`src/hdl/lsa_pkg.sv`:
```
// ============================================================================
// lsa_pkg
// Shared types, widths, register indexes and constants of the linkage servo
// angle unit.
// ============================================================================
package lsa_pkg;

   // Field and port widths.
   localparam int LEN_W      = 12;
   localparam int VAL_W      = 16;
   localparam int SERVO_W    = 8;
   localparam int KIND_W     = 2;
   localparam int ANG_W      = 16;
   localparam int CSR_IDX_W  = 3;
   localparam int NUM_REGS   = 8;
   localparam int REQ_DATA_W = SERVO_W + VAL_W;
   localparam int RSP_DATA_W = SERVO_W + ANG_W;

   // Internal datapath widths.
   localparam int P_W      = 28;   // law-of-cosines numerator and atan x term
   localparam int DEN_W    = 27;   // gripper denominator 4*c*d
   localparam int YB_W     = 25;   // elbow term 2*c*o
   localparam int ROOT_W   = 27;   // square root result
   localparam int SQ_ARG_W = 2 * ROOT_W;
   localparam int REM_W    = ROOT_W + 3;
   localparam int V_W      = 45;   // CORDIC vector components
   localparam int Z_W      = 28;   // angle in 1/65536 degree
   localparam int OUT_FRAC = 10;   // 1/65536 degree down to 1/64 degree
   localparam int ANG_FULL_W = Z_W - OUT_FRAC;

   // Vector normalization: scale until one magnitude reaches 2**NORM_EXP.
   localparam int NORM_EXP    = 40;
   localparam int NORM_STAGES = 6;

   // CORDIC step count and the size of the arctangent table.
   localparam int CORDIC_STEPS_DEF = 16;
   localparam int CORDIC_MAX       = 24;

   // Joint codes.
   typedef enum logic [KIND_W-1:0] {
      KIND_GRIP  = 2'd0,
      KIND_WRIST = 2'd1,
      KIND_ELBOW = 2'd2
   } kind_type;

   localparam logic [SERVO_W-1:0] SERVO_NONE = 8'hFF;

   // Configuration register indexes.
   localparam logic [CSR_IDX_W-1:0] REG_FINGER      = 3'd0;
   localparam logic [CSR_IDX_W-1:0] REG_GRIP_CRANK  = 3'd1;
   localparam logic [CSR_IDX_W-1:0] REG_GRIP_ROD    = 3'd2;
   localparam logic [CSR_IDX_W-1:0] REG_GRIP_LOW    = 3'd3;
   localparam logic [CSR_IDX_W-1:0] REG_GRIP_HIGH   = 3'd4;
   localparam logic [CSR_IDX_W-1:0] REG_ELBOW_CRANK = 3'd5;
   localparam logic [CSR_IDX_W-1:0] REG_ELBOW_ROD   = 3'd6;
   localparam logic [CSR_IDX_W-1:0] REG_ELBOW_OFS   = 3'd7;
   localparam logic [LEN_W-1:0]     GRIP_HIGH_RESET = 12'd4095;

   // Joint limits.
   localparam logic signed [VAL_W-1:0] WRIST_LOW  = -16'sd11520;
   localparam logic signed [VAL_W-1:0] WRIST_HIGH = 16'sd11520;
   localparam logic signed [VAL_W-1:0] ELBOW_LOW  = 16'sd0;
   localparam logic signed [VAL_W-1:0] ELBOW_HIGH = 16'sd4095;

   // Angle constants in 1/65536 degree, output limits in 1/64 degree.
   localparam logic signed [Z_W-1:0] DEG90      = 28'sd5898240;
   localparam logic signed [Z_W-1:0] DEG180     = 28'sd11796480;
   localparam logic signed [Z_W-1:0] ROUND_HALF = 28'sd512;
   localparam logic signed [ANG_FULL_W-1:0] ANG_MIN = -18'sd5760;
   localparam logic signed [ANG_FULL_W-1:0] ANG_MAX = 18'sd23040;

   // Control tag that rides along with every item.
   typedef struct packed {
      logic                      valid;
      logic [SERVO_W-1:0]        servo;
      kind_type                  kind;
      logic                      err;
      logic signed [VAL_W-1:0]   wrist;
   } tag_type;

   // Payload of the square root chain.
   typedef struct packed {
      tag_type                   tag;
      logic signed [P_W-1:0]     xv;
      logic [YB_W-1:0]           yb;
      logic [SQ_ARG_W-1:0]       arg;
      logic [REM_W-1:0]          rem;
      logic [ROOT_W-1:0]         root;
   } sq_type;

   // Payload of the normalization and CORDIC chains.
   typedef struct packed {
      tag_type                   tag;
      logic signed [V_W-1:0]     x;
      logic signed [V_W-1:0]     y;
      logic signed [Z_W-1:0]     z;
   } cv_type;

   // Arctangent of 2**-i in 1/65536 degree.
   function automatic logic signed [Z_W-1:0] atan_step(input int i);
      logic signed [Z_W-1:0] v;
      case (i)
         0:       v = 28'sd2949120;
         1:       v = 28'sd1740967;
         2:       v = 28'sd919879;
         3:       v = 28'sd466945;
         4:       v = 28'sd234379;
         5:       v = 28'sd117304;
         6:       v = 28'sd58666;
         7:       v = 28'sd29335;
         8:       v = 28'sd14668;
         9:       v = 28'sd7334;
         10:      v = 28'sd3667;
         11:      v = 28'sd1833;
         12:      v = 28'sd917;
         13:      v = 28'sd458;
         14:      v = 28'sd229;
         15:      v = 28'sd115;
         16:      v = 28'sd57;
         17:      v = 28'sd29;
         18:      v = 28'sd14;
         19:      v = 28'sd7;
         20:      v = 28'sd4;
         21:      v = 28'sd2;
         22:      v = 28'sd1;
         default: v = 28'sd0;
      endcase
      return v;
   endfunction

endpackage

```
`src/hdl/lsa_norm_cell.sv`:
```
// ============================================================================
// lsa_norm_cell
// One step of the vector normalizer: scales both components up by a fixed
// power of two when both stay below twice the normalization bound afterwards.
// ============================================================================
module lsa_norm_cell #(
   parameter int SHIFT = 1
) (
   input  logic            clock,
   input  logic            reset,
   input  logic            en,
   input  lsa_pkg::cv_type d_in,
   output lsa_pkg::cv_type q_out
);
   import lsa_pkg::*;

   localparam logic [V_W-1:0] LIMIT = V_W'(1) << (NORM_EXP + 1 - SHIFT);

   cv_type          q_ff;
   cv_type          q_in;
   logic [V_W-1:0]  ax;
   logic [V_W-1:0]  ay;

   // Shift when neither magnitude would reach twice the bound.
   always_comb begin
      ax   = d_in.x[V_W-1] ? unsigned'(-d_in.x) : unsigned'(d_in.x);
      ay   = d_in.y[V_W-1] ? unsigned'(-d_in.y) : unsigned'(d_in.y);
      q_in = d_in;
      if (ax < LIMIT && ay < LIMIT) begin
         q_in.x = d_in.x <<< SHIFT;
         q_in.y = d_in.y <<< SHIFT;
      end
   end

   always_ff @(posedge clock) begin
      if (reset) q_ff.tag.valid <= 1'b0;
      else if (en) q_ff <= q_in;
   end

   assign q_out = q_ff;

endmodule

```
`config.mk`:
```
export PLATFORM = sky130hd
export DESIGN_NAME = lsa_norm_cell
export DESIGN_NICKNAME = d
export VERILOG_FILES = /design/src/hdl/lsa_pkg.sv /design/src/hdl/lsa_norm_cell.sv
export SDC_FILE = /design/constraint.sdc
export NUM_CORES = 1
export LEC_CHECK = 0
export BUFFER_PORTS_ARGS = -buffer_cell sky130_fd_sc_hd__buf_2
export CORE_ASPECT_RATIO = 1.4
export CORE_MARGIN = 5
export CORE_UTILIZATION = 50
export DETAILED_ROUTE_END_ITERATION = 8
export PLACE_DENSITY_LB_ADDON = 0.05
export SETUP_SLACK_MARGIN = 0.05
export SYNTH_ARGS = -nofsm -noshare
export SYNTH_HDL_FRONTEND = slang
export SYNTH_SLANG_ARGS = --single-unit
export TNS_END_PERCENT = 5
```
`constraint.sdc`:
```
create_clock -name clock -period 17.3 [get_ports clock]
set_input_delay 1.73 -clock clock [delete_from_list [all_inputs] [get_ports clock]]
set_output_delay 1.73 -clock clock [all_outputs]
set_load 0.005 [all_outputs]
```
==> flow_metrics.tcl <==
set metrics [dict create \
    seq_area_frac_synth_pct 71.8 \
    r2r_slack_ps 16710 \
    grt_util_all_layers_pct 20.8 \
    hp-start "q_out[145]" \
    ys.flop_type "edfxtp_1" \
    holdPathEnd "q_out[145]" \
    synth-xor-area-share_pct 0 \
    synthSimpleGateAreaFrac_pct 4.29 \
    dr.pass1.iters 4 \
    async_flop_share_pct 0 \
    num_rows 47 \
    finalNetCount 744 \
    synth_top_family_by_area "multiplexers" \
    wire_per_inst_um 20.5 \
    cts_resized 0 \
    grt_pass1_wl_um 22500 \
    final-setup-viol-count 0 \
    vias_per_cell 5.10 \
    p_leak_nw 3.64 \
    vias 3851 \
    reg2reg_depth 2 \
    drv_slew 0 \
    cts_root_buffer "clkbuf_16" \
    totalWireLength_um 15500 \
    synth_area_leader_cell "edfxtp_1" \
    portBuffers 294 \
    coreArea_mm2 0.0119 \
    syn_area_per_cell_um2 20.6 \
    vdd_drop_max_mv 0.0761 \
    htreeDepth 4 \
    cp_max_fo 41 \
    antenna_found_initial 0 \
    crit_required_ps 17460 \
    worstReg2RegEnd "q_out[145]" \
    tns_ps 0 \
    start_kind "primary input" \
    hp-class "register to register" \
    drive_gt1_share_pct 67.6 \
    synthTopCellsByArea "edfxtp_1 (72%), mux2_4 (19%), buf_12 (2.6%)" \
    synth-compound-area-share_pct 0.740 \
    die_area_mm2 0.0145 \
    gp_congestion 0.777 \
    criticalPathCategory "primary input to register" \
    yosys_register_bits 146 \
    reg2reg_from "q_out[145]" \
    synth_fp_nets 444 \
    area_growth_pct 33.8 \
    place_area_mm2 0.00758 \
    synth_cells 295 \
    yosys.area_share.adder_pct 0 \
    critical-path-slowest-cell "buf_4" \
    synth_warnings 0 \
    diodes 0 \
    insertion_delay_ps 400 \
    holdBufCountCts 0 \
    power_mw 0.846 \
    max_stage_delay_ps 580 \
    max_freq_mhz 236 \
    die_x_um 103 \
    initial_core_util_pct 51.3 \
    dp.final_hpwl_um 11900 \
    ios 295 \
    synth.distinct_cells 28 \
    synth_edf_count 145 \
    die_h_um 141 \
    drtIter0Drc 130 \
    grt_setup_unrepaired "false" \
    cts_sinks 146 \
    grt_max_degree 78 \
    crit_chain "buf_2, nor4_1, nand4_1, or4_1, o311ai_1, nand4b_1, buf_4, mux2_2" \
    critical_path_arrival_ps 4390 \
    cts_tree "done" \
    fill_cells 851 \
    netlist_area_mm2 0.00609 \
    finalInstanceArea_mm2 0.00815 \
    overflow 0 \
    end_kind "register" \
    slew_headroom_pct 35.2 \
    tightest_slew_ps 971 \
    period_minus_slack_ps 4230 \
    holdPathStages 2 \
    hold_viol 0 \
    synthMuxAreaShare_pct 19.8 \
    grt_pass1_vias 4093 \
    maxCapViolations 0 \
    power.density_mw_per_mm2 104 \
    fin_worst_skew_ps 0 \
    ant_nets 0 \
    cts_setup_buffers 0 \
    cts_buffers 17 \
    clkTransAtPathRegs_ps 60 \
    largest_register_ffs 146 \
    status "complete, no violations" \
    yosysTopAreaCellShare_pct 71.5 \
    clk_path_buf_depth 2 \
    fin_crit_sh_pct 24.5 \
    remaining_drc_errors 0 \
]
## metrics by stage
stage	std cells	hold WS (ps)	worst slack, ps	util [%]
after global placement	723	475	12790	63.8
after detailed placement	723	515	12730	63.8
after global routing	755	546	12960	68.6
final	755	516	13070	68.6
after floorplan	295	485	8470	-
after CTS	755	529	13160	68.6
## cell usage in the layout (no fill, tap or decap), types with 3 or more instances in the layout
cell        Yosys  final
nand4_1         4      4
clkinv_1        0      3
nand2_1         4      4
nor2_1          3      3
nor4_1         19     19
clkinvlp_4      0      6
mux2_4         78     78
nor3_1          3      3
edfxtp_1      145    145
buf_2           0    294
buf_4           0      4
clkbuf_16       0     17
## layout make-up
cell class / instances / area, um2 / share of cell area [%]
clock buffers: 18 / 429 / 5.27
flip-flops and latches: 146 / 4370 / 53.7
inverters: 1 / 3.75 / 0.0461
multi-input cells: 131 / 1520 / 18.6
clock inverters: 14 / 139 / 1.70
repair buffers: 298 / 1500 / 18.4
well taps: 147 / 184 / 2.26
## worst max-delay path by stage
stage,start,end,slack [ps]
3_5_place_dp,d_in[62],q_out[29],12730
3_3_place_gp,d_in[62],q_out[30],12790
2_1_floorplan,reset,q_out[0],8470
5_1_grt,d_in[62],q_out[29],12960
6_report,d_in[62],q_out[29],13070
4_1_cts,d_in[62],q_out[29],13160
## worst max-delay path: cells and delay by family
family,cells,cell delay [ps]
simple gates,4,1450
compound gates,1,90
mux,1,400
buf+inv,2,690
## kinds of logic (layout without fill, tap and decap cells)
logic type / after synthesis / in the layout
AO/OA/AOI/OAI: 6 / 6
buffers and inverters: 18 / 331
flip-flops: 146 / 146
multiplexers: 81 / 81
AND/OR/NAND/NOR: 44 / 44
## power by group
group,internal (mW),switching [mW]
logic,0.0407,0.0365
clock network,0.211,0.137
registers,0.416,0.00535
total,0.668,0.179
## layer usage
metal	global-route usage (%)	part of all wire, %
met1	21.6	34
met2	37.8	54
met3	7.56	10
met4	6.75	1.9
met5	0	0
## synth_stat cells, types with 2 or more instances
| cell type | count |
|---|---|
| nand2_1 | 4 |
| nor2_1 | 3 |
| buf_12 | 8 |
| and2_1 | 2 |
| mux2_2 | 2 |
| mux2_4 | 78 |
| or4_1 | 2 |
| nor3_1 | 3 |
| clkbuf_1 | 8 |
| nor4_1 | 19 |
| edfxtp_1 | 145 |
| nand4_1 | 4 |
| nand3_1 | 2 |
(Power assumes the default switching activity.)
