File: src/hdl/lsa_pkg.sv
// ============================================================================
// lsa_pkg
// Shared types, widths, register indexes and constants of the linkage servo
// angle unit.
// ============================================================================
package lsa_pkg;

   // Field and port widths.
   localparam int LEN_W      = 12;
   localparam int VAL_W      = 16;
   localparam int SERVO_W    = 8;
   localparam int KIND_W     = 2;
   localparam int ANG_W      = 16;
   localparam int CSR_IDX_W  = 3;
   localparam int NUM_REGS   = 8;
   localparam int REQ_DATA_W = SERVO_W + VAL_W;
   localparam int RSP_DATA_W = SERVO_W + ANG_W;

   // Internal datapath widths.
   localparam int P_W      = 28;   // law-of-cosines numerator and atan x term
   localparam int DEN_W    = 27;   // gripper denominator 4*c*d
   localparam int YB_W     = 25;   // elbow term 2*c*o
   localparam int ROOT_W   = 27;   // square root result
   localparam int SQ_ARG_W = 2 * ROOT_W;
   localparam int REM_W    = ROOT_W + 3;
   localparam int V_W      = 45;   // CORDIC vector components
   localparam int Z_W      = 28;   // angle in 1/65536 degree
   localparam int OUT_FRAC = 10;   // 1/65536 degree down to 1/64 degree
   localparam int ANG_FULL_W = Z_W - OUT_FRAC;

   // Vector normalization: scale until one magnitude reaches 2**NORM_EXP.
   localparam int NORM_EXP    = 40;
   localparam int NORM_STAGES = 6;

   // CORDIC step count and the size of the arctangent table.
   localparam int CORDIC_STEPS_DEF = 16;
   localparam int CORDIC_MAX       = 24;

   // Joint codes.
   typedef enum logic [KIND_W-1:0] {
      KIND_GRIP  = 2'd0,
      KIND_WRIST = 2'd1,
      KIND_ELBOW = 2'd2
   } kind_type;

   localparam logic [SERVO_W-1:0] SERVO_NONE = 8'hFF;

   // Configuration register indexes.
   localparam logic [CSR_IDX_W-1:0] REG_FINGER      = 3'd0;
   localparam logic [CSR_IDX_W-1:0] REG_GRIP_CRANK  = 3'd1;
   localparam logic [CSR_IDX_W-1:0] REG_GRIP_ROD    = 3'd2;
   localparam logic [CSR_IDX_W-1:0] REG_GRIP_LOW    = 3'd3;
   localparam logic [CSR_IDX_W-1:0] REG_GRIP_HIGH   = 3'd4;
   localparam logic [CSR_IDX_W-1:0] REG_ELBOW_CRANK = 3'd5;
   localparam logic [CSR_IDX_W-1:0] REG_ELBOW_ROD   = 3'd6;
   localparam logic [CSR_IDX_W-1:0] REG_ELBOW_OFS   = 3'd7;
   localparam logic [LEN_W-1:0]     GRIP_HIGH_RESET = 12'd4095;

   // Joint limits.
   localparam logic signed [VAL_W-1:0] WRIST_LOW  = -16'sd11520;
   localparam logic signed [VAL_W-1:0] WRIST_HIGH = 16'sd11520;
   localparam logic signed [VAL_W-1:0] ELBOW_LOW  = 16'sd0;
   localparam logic signed [VAL_W-1:0] ELBOW_HIGH = 16'sd4095;

   // Angle constants in 1/65536 degree, output limits in 1/64 degree.
   localparam logic signed [Z_W-1:0] DEG90      = 28'sd5898240;
   localparam logic signed [Z_W-1:0] DEG180     = 28'sd11796480;
   localparam logic signed [Z_W-1:0] ROUND_HALF = 28'sd512;
   localparam logic signed [ANG_FULL_W-1:0] ANG_MIN = -18'sd5760;
   localparam logic signed [ANG_FULL_W-1:0] ANG_MAX = 18'sd23040;

   // Control tag that rides along with every item.
   typedef struct packed {
      logic                      valid;
      logic [SERVO_W-1:0]        servo;
      kind_type                  kind;
      logic                      err;
      logic signed [VAL_W-1:0]   wrist;
   } tag_type;

   // Payload of the square root chain.
   typedef struct packed {
      tag_type                   tag;
      logic signed [P_W-1:0]     xv;
      logic [YB_W-1:0]           yb;
      logic [SQ_ARG_W-1:0]       arg;
      logic [REM_W-1:0]          rem;
      logic [ROOT_W-1:0]         root;
   } sq_type;

   // Payload of the normalization and CORDIC chains.
   typedef struct packed {
      tag_type                   tag;
      logic signed [V_W-1:0]     x;
      logic signed [V_W-1:0]     y;
      logic signed [Z_W-1:0]     z;
   } cv_type;

   // Arctangent of 2**-i in 1/65536 degree.
   function automatic logic signed [Z_W-1:0] atan_step(input int i);
      logic signed [Z_W-1:0] v;
      case (i)
         0:       v = 28'sd2949120;
         1:       v = 28'sd1740967;
         2:       v = 28'sd919879;
         3:       v = 28'sd466945;
         4:       v = 28'sd234379;
         5:       v = 28'sd117304;
         6:       v = 28'sd58666;
         7:       v = 28'sd29335;
         8:       v = 28'sd14668;
         9:       v = 28'sd7334;
         10:      v = 28'sd3667;
         11:      v = 28'sd1833;
         12:      v = 28'sd917;
         13:      v = 28'sd458;
         14:      v = 28'sd229;
         15:      v = 28'sd115;
         16:      v = 28'sd57;
         17:      v = 28'sd29;
         18:      v = 28'sd14;
         19:      v = 28'sd7;
         20:      v = 28'sd4;
         21:      v = 28'sd2;
         22:      v = 28'sd1;
         default: v = 28'sd0;
      endcase
      return v;
   endfunction

endpackage

File: src/hdl/lsa_sqrt_cell.sv
// ============================================================================
// lsa_sqrt_cell
// One digit of a restoring integer square root; the chain of these cells
// produces one root bit per cell and per clock while en is high.
// ============================================================================
module lsa_sqrt_cell #(
   parameter int BIT = 0
) (
   input  logic            clock,
   input  logic            reset,
   input  logic            en,
   input  lsa_pkg::sq_type d_in,
   output lsa_pkg::sq_type q_out
);
   import lsa_pkg::*;

   sq_type            q_ff;
   sq_type            q_in;
   logic [REM_W-1:0]  rem_sh;
   logic [REM_W-1:0]  trial;

   // Bring down the next two argument bits and try the digit one.
   always_comb begin
      rem_sh = {d_in.rem[REM_W-3:0], d_in.arg[2*BIT+1 -: 2]};
      trial  = {1'b0, d_in.root, 2'b01};
      q_in   = d_in;
      if (rem_sh >= trial) begin
         q_in.rem  = rem_sh - trial;
         q_in.root = {d_in.root[ROOT_W-2:0], 1'b1};
      end else begin
         q_in.rem  = rem_sh;
         q_in.root = {d_in.root[ROOT_W-2:0], 1'b0};
      end
   end

   always_ff @(posedge clock) begin
      if (reset) q_ff.tag.valid <= 1'b0;
      else if (en) q_ff <= q_in;
   end

   assign q_out = q_ff;

endmodule

File: config.mk
export PLATFORM = sky130hd
export DESIGN_NAME = lsa_sqrt_cell
export DESIGN_NICKNAME = d
export VERILOG_FILES = /design/src/hdl/lsa_pkg.sv /design/src/hdl/lsa_sqrt_cell.sv
export SDC_FILE = /design/constraint.sdc
export NUM_CORES = 1
export LEC_CHECK = 0
export BUFFER_PORTS_ARGS = -buffer_cell sky130_fd_sc_hd__buf_2
export CAP_MARGIN = 30
export CORE_AREA = 2 2 151 153
export CTS_BUF_LIST = sky130_fd_sc_hd__clkbuf_4
export DETAILED_ROUTE_END_ITERATION = 12
export DIE_AREA = 0 0 153 155
export PLACE_DENSITY = 0.67
export REMOVE_ABC_BUFFERS = 1
export SLEW_MARGIN = 20
export SYNTH_ARGS = -nofsm -noshare
export SYNTH_HDL_FRONTEND = slang
export SYNTH_SLANG_ARGS = --single-unit
export TNS_END_PERCENT = 5
File: constraint.sdc
create_clock -name clock -period 10.4 [get_ports clock]
set_input_delay 1.04 -clock clock [delete_from_list [all_inputs] [get_ports clock]]
set_output_delay 1.04 -clock clock [all_outputs]
set_load 0.03 [all_outputs]
==> key figures, run 1 <==
Final layout
  – Most common cell after layout, fill and taps aside: buf_2
  – Most frequent cells in the layout: buf_2, edfxtp_1, nand2_1
  – Nets: 1133
  – Max reg flops: 192
  – Fin util: 0.4688
  – Final instance area: 0.01042 sq mm
  – Syn-to-layout area delta: 33.84%
  – Layout cell share with drive strength beyond 1: 0.4675
  – Fin cells: 1212

STA
  – Final setup fails: 0
  – Worst Tran Pin Value: 0.9171 ns
  – RSZ-0062 raised after global routing: no
  – Worst hold slack: 0.5328 ns
  – Min cycle time layout: 3.684 ns
  – Final setup TNS: 0 ns
  – Fmax: 0.2714 GHz
  – Worst clock skew: 0 ns
  – PnR worst setup slack: 6.716 ns
  – Fin crit share: 0.3543
  – Final slew viol count: 0
  – Fin. Hold Viols: 0
  – Relative slew slack: 0.3886

Yosys
  – Synthesized area per cell: 15.12 sq um
  – Seq/Total Area, Yosys: 0.7392
  – Synth warn: 0
  – Largest family of logic cells by synthesized area: compound AO/OA/AOI/OAI gates
  – Compound-gate portion of the synthesized area: 0.09160
  – Mux contribution to synthesized area: 0.006749
  – Synth Area in Adders: 0.04660
  – Unique cell type count in the Yosys netlist: 48
  – Cell count after synthesis: 515
  – Synth Area in XOR/XNOR: 0.02475
  – Register bit total from synthesis: 192
  – Post-synthesis simple-gate area fraction: 0.06219
  – Ys flop type: edfxtp_1
  – Post-synth EDFFs: 191
  – FFs w/ async S/R, synth: 0
  – Mapped Area: 0.007786 sq mm

Setup path
  – Worst Setup Start Kind: input port
  – Worst path arrival time: 4.04 ns
  – CP max FO: 30
  – Top cell family by delay on the critical path: compound AO/OA/AOI/OAI gates
  – Cells along the critical path: buf_2 -> inv_1 -> ha_1 -> nor2b_1 -> o31a_1 -> o31a_1 -> or4b_4 -> a31oi_4 -> o311a_2 -> buf_16 -> a211oi_1 -> a21o_1
  – CP endpoint kind: flip-flop
  – Crit-path max cell delay: 0.55 ns
  – CP Class: in2reg
  – Most frequent CP cell: o31a_1
  – Worst EP required: 10.75 ns
  – Buffers plus inverters on the worst setup path: 3
  – Highest-delay cell along the critical path: or4b_4

Place
  – RePlAce Congestion: 0.8431
  – DP Worst Slack: 5.775 ns
  – DP HPWL: 18910 um
  – PortBufs: 384
  – Placed Area: 0.01003 sq mm
  – Dpl cells: 1173

Power
  – Sw Share: 0.3173
  – Power, Total: 1.753 mW
  – Power Density: 168.3 mW/mm^2
  – Combinational power share: 0.209
  – Sequential fraction of design power: 0.531
  – Clock Power Share: 0.261
  – Switch Pwr: 0.5564 mW
  – VDD IR max: 0.00006855 V
  – Int Pwr: 1.197 mW
  – P_leak: 4.471 nW

Global routing
  – Vias in the first global route: 5731
  – Overflow after GRT: 0
  – Largest net degree at the start of global routing: 70
  – Global-route wire length before repair: 34630 um
  – GRT Overall Usage: 0.1969
  – Initial antenna violation count: 13

Clock network
  – CTS tree: built
  – Num CTS Buffers: 17
  – Post-CTS sizing: 0
  – Clk sink count: 192
  – Clock transition at the registers of the reported paths: 0.19 ns
  – CTS Buffer Depth: 2
  – Number of setup buffers added after CTS: 0
  – CTS root buffer: clkbuf_4
  – H-tree levels: 4
  – Clock Latency Late Sink: 0.57 ns
  – # hold bufs at CTS: 0

Drt
  – Avg WL per Cell: 19.82 um
  – Router iterations before antenna repair: 5
  – Detailed Route WL: 24020 um
  – DRC violations left: 0
  – DR vias/cell: 4.824
  – Initial DRC Count: 424
  – Via count: 5847
  – Antenna viol nets, final: 0

Floorplan
  – # IOs: 387
  – Row Count: 55
  – Die span in y: 155 um
  – Initial Util: 0.3503
  – Die X: 153 um
  – Die Area: 0.02372 sq mm
  – CORE AREA: 0.02223 sq mm

Job
  – Max-Cap Viols: 0

Run status
  – Status: complete, no violations

Worst hold path
  – Min-Delay Path Class: reg2reg
-- cells by family after synthesis --
family,count (synthesis)
buffers and inverters,50
adder cells (fa/ha/maj),29
flip-flops,192
AND/OR/NAND/NOR,105
multiplexers,5
AO/OA/AOI/OAI,112
XOR/XNOR,22
-- cells in the mapped netlist (2+ instances only) --
cell type / number / area (sq um)
xnor2_1: 15 / 131.4
o21bai_1: 2 / 15.01
nand3_1: 8 / 40.04
o21ai_1: 21 / 105.1
and2_1: 2 / 12.51
clkbuf_1: 8 / 30.03
nand2_1: 46 / 172.7
nor4_1: 3 / 18.77
nand4_1: 8 / 50.05
a21oi_1: 24 / 120.1
nor3_1: 10 / 50.05
o21ai_0: 21 / 105.1
buf_4: 2 / 15.01
a211oi_1: 2 / 15.01
nor2_1: 18 / 67.56
a21o_1: 11 / 82.58
or3_1: 2 / 12.51
mux2i_1: 3 / 30.03
inv_1: 35 / 131.4
o31a_1: 3 / 26.28
and3_1: 2 / 12.51
o21a_1: 8 / 60.06
edfxtp_1: 191 / 5736
a21boi_0: 2 / 15.01
xor2_1: 7 / 61.31
buf_6: 4 / 45.04
ha_1: 29 / 362.9
o211ai_1: 2 / 15.01
nor2b_1: 3 / 18.77
o31ai_1: 5 / 37.54
-- final timing paths --
path | startpoint | to | slack, ns | cells after the start
hold / removal | q_out[191] | q_out[191] | 0.53 | 2
hold reg to reg | q_out[191] | q_out[191] | 0.53 | 2
setup reg to reg | q_out[191] | q_out[191] | 9.80 | 2
setup / recovery | d_in[0] | q_out[31] | 6.72 | 12
-- power by group through the flow --
stage	clock (mW)	sequential, mW	combinational (mW)
after floorplan	0	1.08	0.114
after global placement	0	0.948	0.359
after detailed placement	0	0.949	0.365
after CTS	0.475	0.932	0.366
after global routing	0.501	0.936	0.392
final	0.457	0.931	0.366
-- worst reg2reg max path, stage by stage, from the launching register on --
cell     delay (ns)
dfxtp_1        0.35
mux2i_1        0.12
nor2_1         0.05
-- layer usage --
layer / vias to the layer above / wire length [um] / GRT usage / share of wire
li1: 2736 / - / - / -
met1: 2791 / 9274 / 0.2307 / 0.39
met2: 281 / 12190 / 0.3367 / 0.51
met3: 33 / 1968 / 0.07131 / 0.082
met4: 6 / 550 / 0.06746 / 0.023
met5: - / 34 / 0 / 0.0014
-- area by class of cell --
type                       instances  area (sq um)
antenna                            5         12.51
clock buffer                      18         135.1
clock inverter                    14         192.7
fill                            2023         11810
inverter                          36         135.1
multi-input combinational        273          1814
sequential                       192          5756
tap                              285         356.6
timing repair buffer             389          2019
No activity file was read; power rests on OpenSTA's default activity.
==> run 2, diff against run 1 <==
==> constraint.sdc (replaced) <==
create_clock -name clock -period 3.3 [get_ports clock]
set_input_delay 0.33 -clock clock [delete_from_list [all_inputs] [get_ports clock]]
set_output_delay 0.33 -clock clock [all_outputs]
set_load 0.03 [all_outputs]
==> run 2 against run 1 <==
- global-route usage rose by 2.5 points
- clock power grew to 3.0 times the previous value
- sequential power grew to 3.2 times the previous value
- count of clock-buffer cells in the layout fell by 1
- register-to-register slack got worse by 7.7 ns
- sequential share of layout area fell by 8.2 points
- via count increased by 14%
==> key figures, run 2 (synthesis gave the netlist of run 1 again) <==
STA
  – Final setup fails: 0
  – Final setup TNS: 0 ns
  – Worst clock skew: 0 ns
  – Worst hold slack: 0.05562 ns
  – Final slew viol count: 0
  – Fin. Hold Viols: 0
  – Fin crit share: 0.9422
  – Worst Tran Pin Value: 0.6818 ns
  – Fmax: 0.3216 GHz
  – RSZ-0062 raised after global routing: no
  – Min cycle time layout: 3.109 ns
  – Relative slew slack: 0.5445

Clock network
  – Clk sink count: 192
  – # hold bufs at CTS: 176
  – Post-CTS sizing: 0
  – CTS root buffer: clkbuf_4
  – H-tree levels: 4
  – Number of setup buffers added after CTS: 0
  – Num CTS Buffers: 17
  – Clock transition at the registers of the reported paths: 0.19 ns
  – Clock Latency Late Sink: 0.54 ns
  – CTS Buffer Depth: 2
  – CTS tree: built

Global routing
  – GRT Overall Usage: 0.2217
  – Initial antenna violation count: 3
  – Global-route wire length before repair: 39860 um
  – Largest net degree at the start of global routing: 58
  – Vias in the first global route: 6725
  – Overflow after GRT: 0

Worst hold path
  – Min-Delay Path Class: in2reg
  – Min-Delay Path Depth: 3

Run status
  – Status: complete, no violations

Drt
  – Router iterations before antenna repair: 5
  – DR vias/cell: 4.752
  – Met3 WL: 1484 um
  – Detailed Route WL: 26860 um
  – Antenna viol nets, final: 0
  – Avg WL per Cell: 19.20 um
  – Metal1 wirelength: 10740 um
  – DRC violations left: 0
  – Initial DRC Count: 470
  – Max Used Layer: met4
  – Via count: 6648
  – Met2 wire len: 13970 um

Final layout
  – Nets: 1321
  – Syn-to-layout area delta: 57.27%
  – Fin cells: 1399
  – Seq. cell area: 0.005756 sq mm
  – Layout cell share with drive strength beyond 1: 0.3991
  – Max reg flops: 192
  – Most frequent cells in the layout: buf_2, edfxtp_1, dlygate4sd3_1
  – Fin util: 0.5509
  – Fill cells: 1826
  – Most common cell after layout, fill and taps aside: buf_2
  – Area of the multi-input gates: 0.001814 sq mm

Setup path
  – CP Class: in2reg
  – Top cell family by delay on the critical path: compound AO/OA/AOI/OAI gates
  – CP max FO: 19
  – Worst Setup Start Kind: input port
  – Reg2Reg Depth: 3
  – Worst path arrival time: 3.45 ns
  – Buffers plus inverters on the worst setup path: 4
  – Crit-path max cell delay: 0.54 ns
  – WP depth: 12
  – CP endpoint kind: flip-flop
  – Most frequent CP cell: o31a_1
  – Highest-delay cell along the critical path: or4b_4
  – Worst EP required: 3.64 ns
  – Cells along the critical path: dlygate4sd3_1 -> buf_2 -> inv_1 -> ha_1 -> nor2b_1 -> o31a_1 -> o31a_1 -> or4b_4 -> a31oi_4 -> o311a_2 -> buf_4 -> o21ai_1

Floorplan
  – Initial Util: 0.3503
  – Row Count: 55
  – CORE AREA: 0.02223 sq mm
  – Die Area: 0.02372 sq mm
  – # IOs: 387
  – Die span in y: 155 um
  – Die X: 153 um

Job
  – Max-Cap Viols: 0

Power
  – Switch Pwr: 1.875 mW
  – Combinational power share: 0.239
  – VDD IR max: 0.0003377 V
  – Clock Power Share: 0.243
  – Power, Total: 5.675 mW
  – Sw Share: 0.3304
  – Power Density: 463.4 mW/mm^2
  – Sequential fraction of design power: 0.518
  – P_leak: 5.251 nW
  – Int Pwr: 3.800 mW

Place
  – DP HPWL: 19580 um
  – PortBufs: 384
  – RePlAce Congestion: 0.8317
  – Dpl cells: 1187
[run 2: worst paths after layout]
kind              slack (ns)         end  startpoint
hold reg to reg         1.09  q_out[191]  q_out[191]
setup reg to reg        2.13  q_out[191]  q_out[191]
setup / recovery        0.19   q_out[33]     d_in[0]
hold / removal          0.06   q_out[38]    d_in[36]
[run 2: layout make-up]
| cell class | count | share of cell area |
|---|---|---|
| sequential | 192 | 0.4700 |
| timing repair buffer | 577 | 0.3143 |
| clock inverter | 15 | 0.01614 |
| multi-input combinational | 273 | 0.1482 |
| tap | 285 | 0.02912 |
| clock buffer | 17 | 0.01042 |
| inverter | 36 | 0.01104 |
| antenna | 4 | 0.0008174 |
[run 2: stage by stage]
| stage | worst slack, ns | area (sq um) |
|---|---|---|
| floorplan | -6.257 | 7696 |
| global placement | 0.1027 | 10150 |
| detailed placement | 0.08335 | 10150 |
| CTS | 0.1930 | 12240 |
| global route | 0.06438 | 12240 |
| finish | 0.1906 | 12250 |
[run 2: metal layers]
layer | GRT usage | vias to the layer above
met5 | 0 | -
met4 | 0.06437 | 0
met3 | 0.05209 | 38
met2 | 0.3972 | 285
met1 | 0.2676 | 3216
li1 | - | 3109
[run 2: power groups by stage]
stage	clock network [mW]	logic, mW	registers [mW]
5_1_grt	1.52	1.45	2.95
2_1_floorplan	0	0.360	3.39
3_5_place_dp	0	1.18	2.99
6_report	1.38	1.36	2.94
4_1_cts	1.43	1.36	2.94
3_3_place_gp	0	1.16	2.99
[run 2: worst min-delay path: cells and delay by family]
kind	cells	cell delay [ns]
buffers and inverters	1	0.09
and+or+nand+nor	1	0.05
AOI/OAI and AO/OA	1	0.06
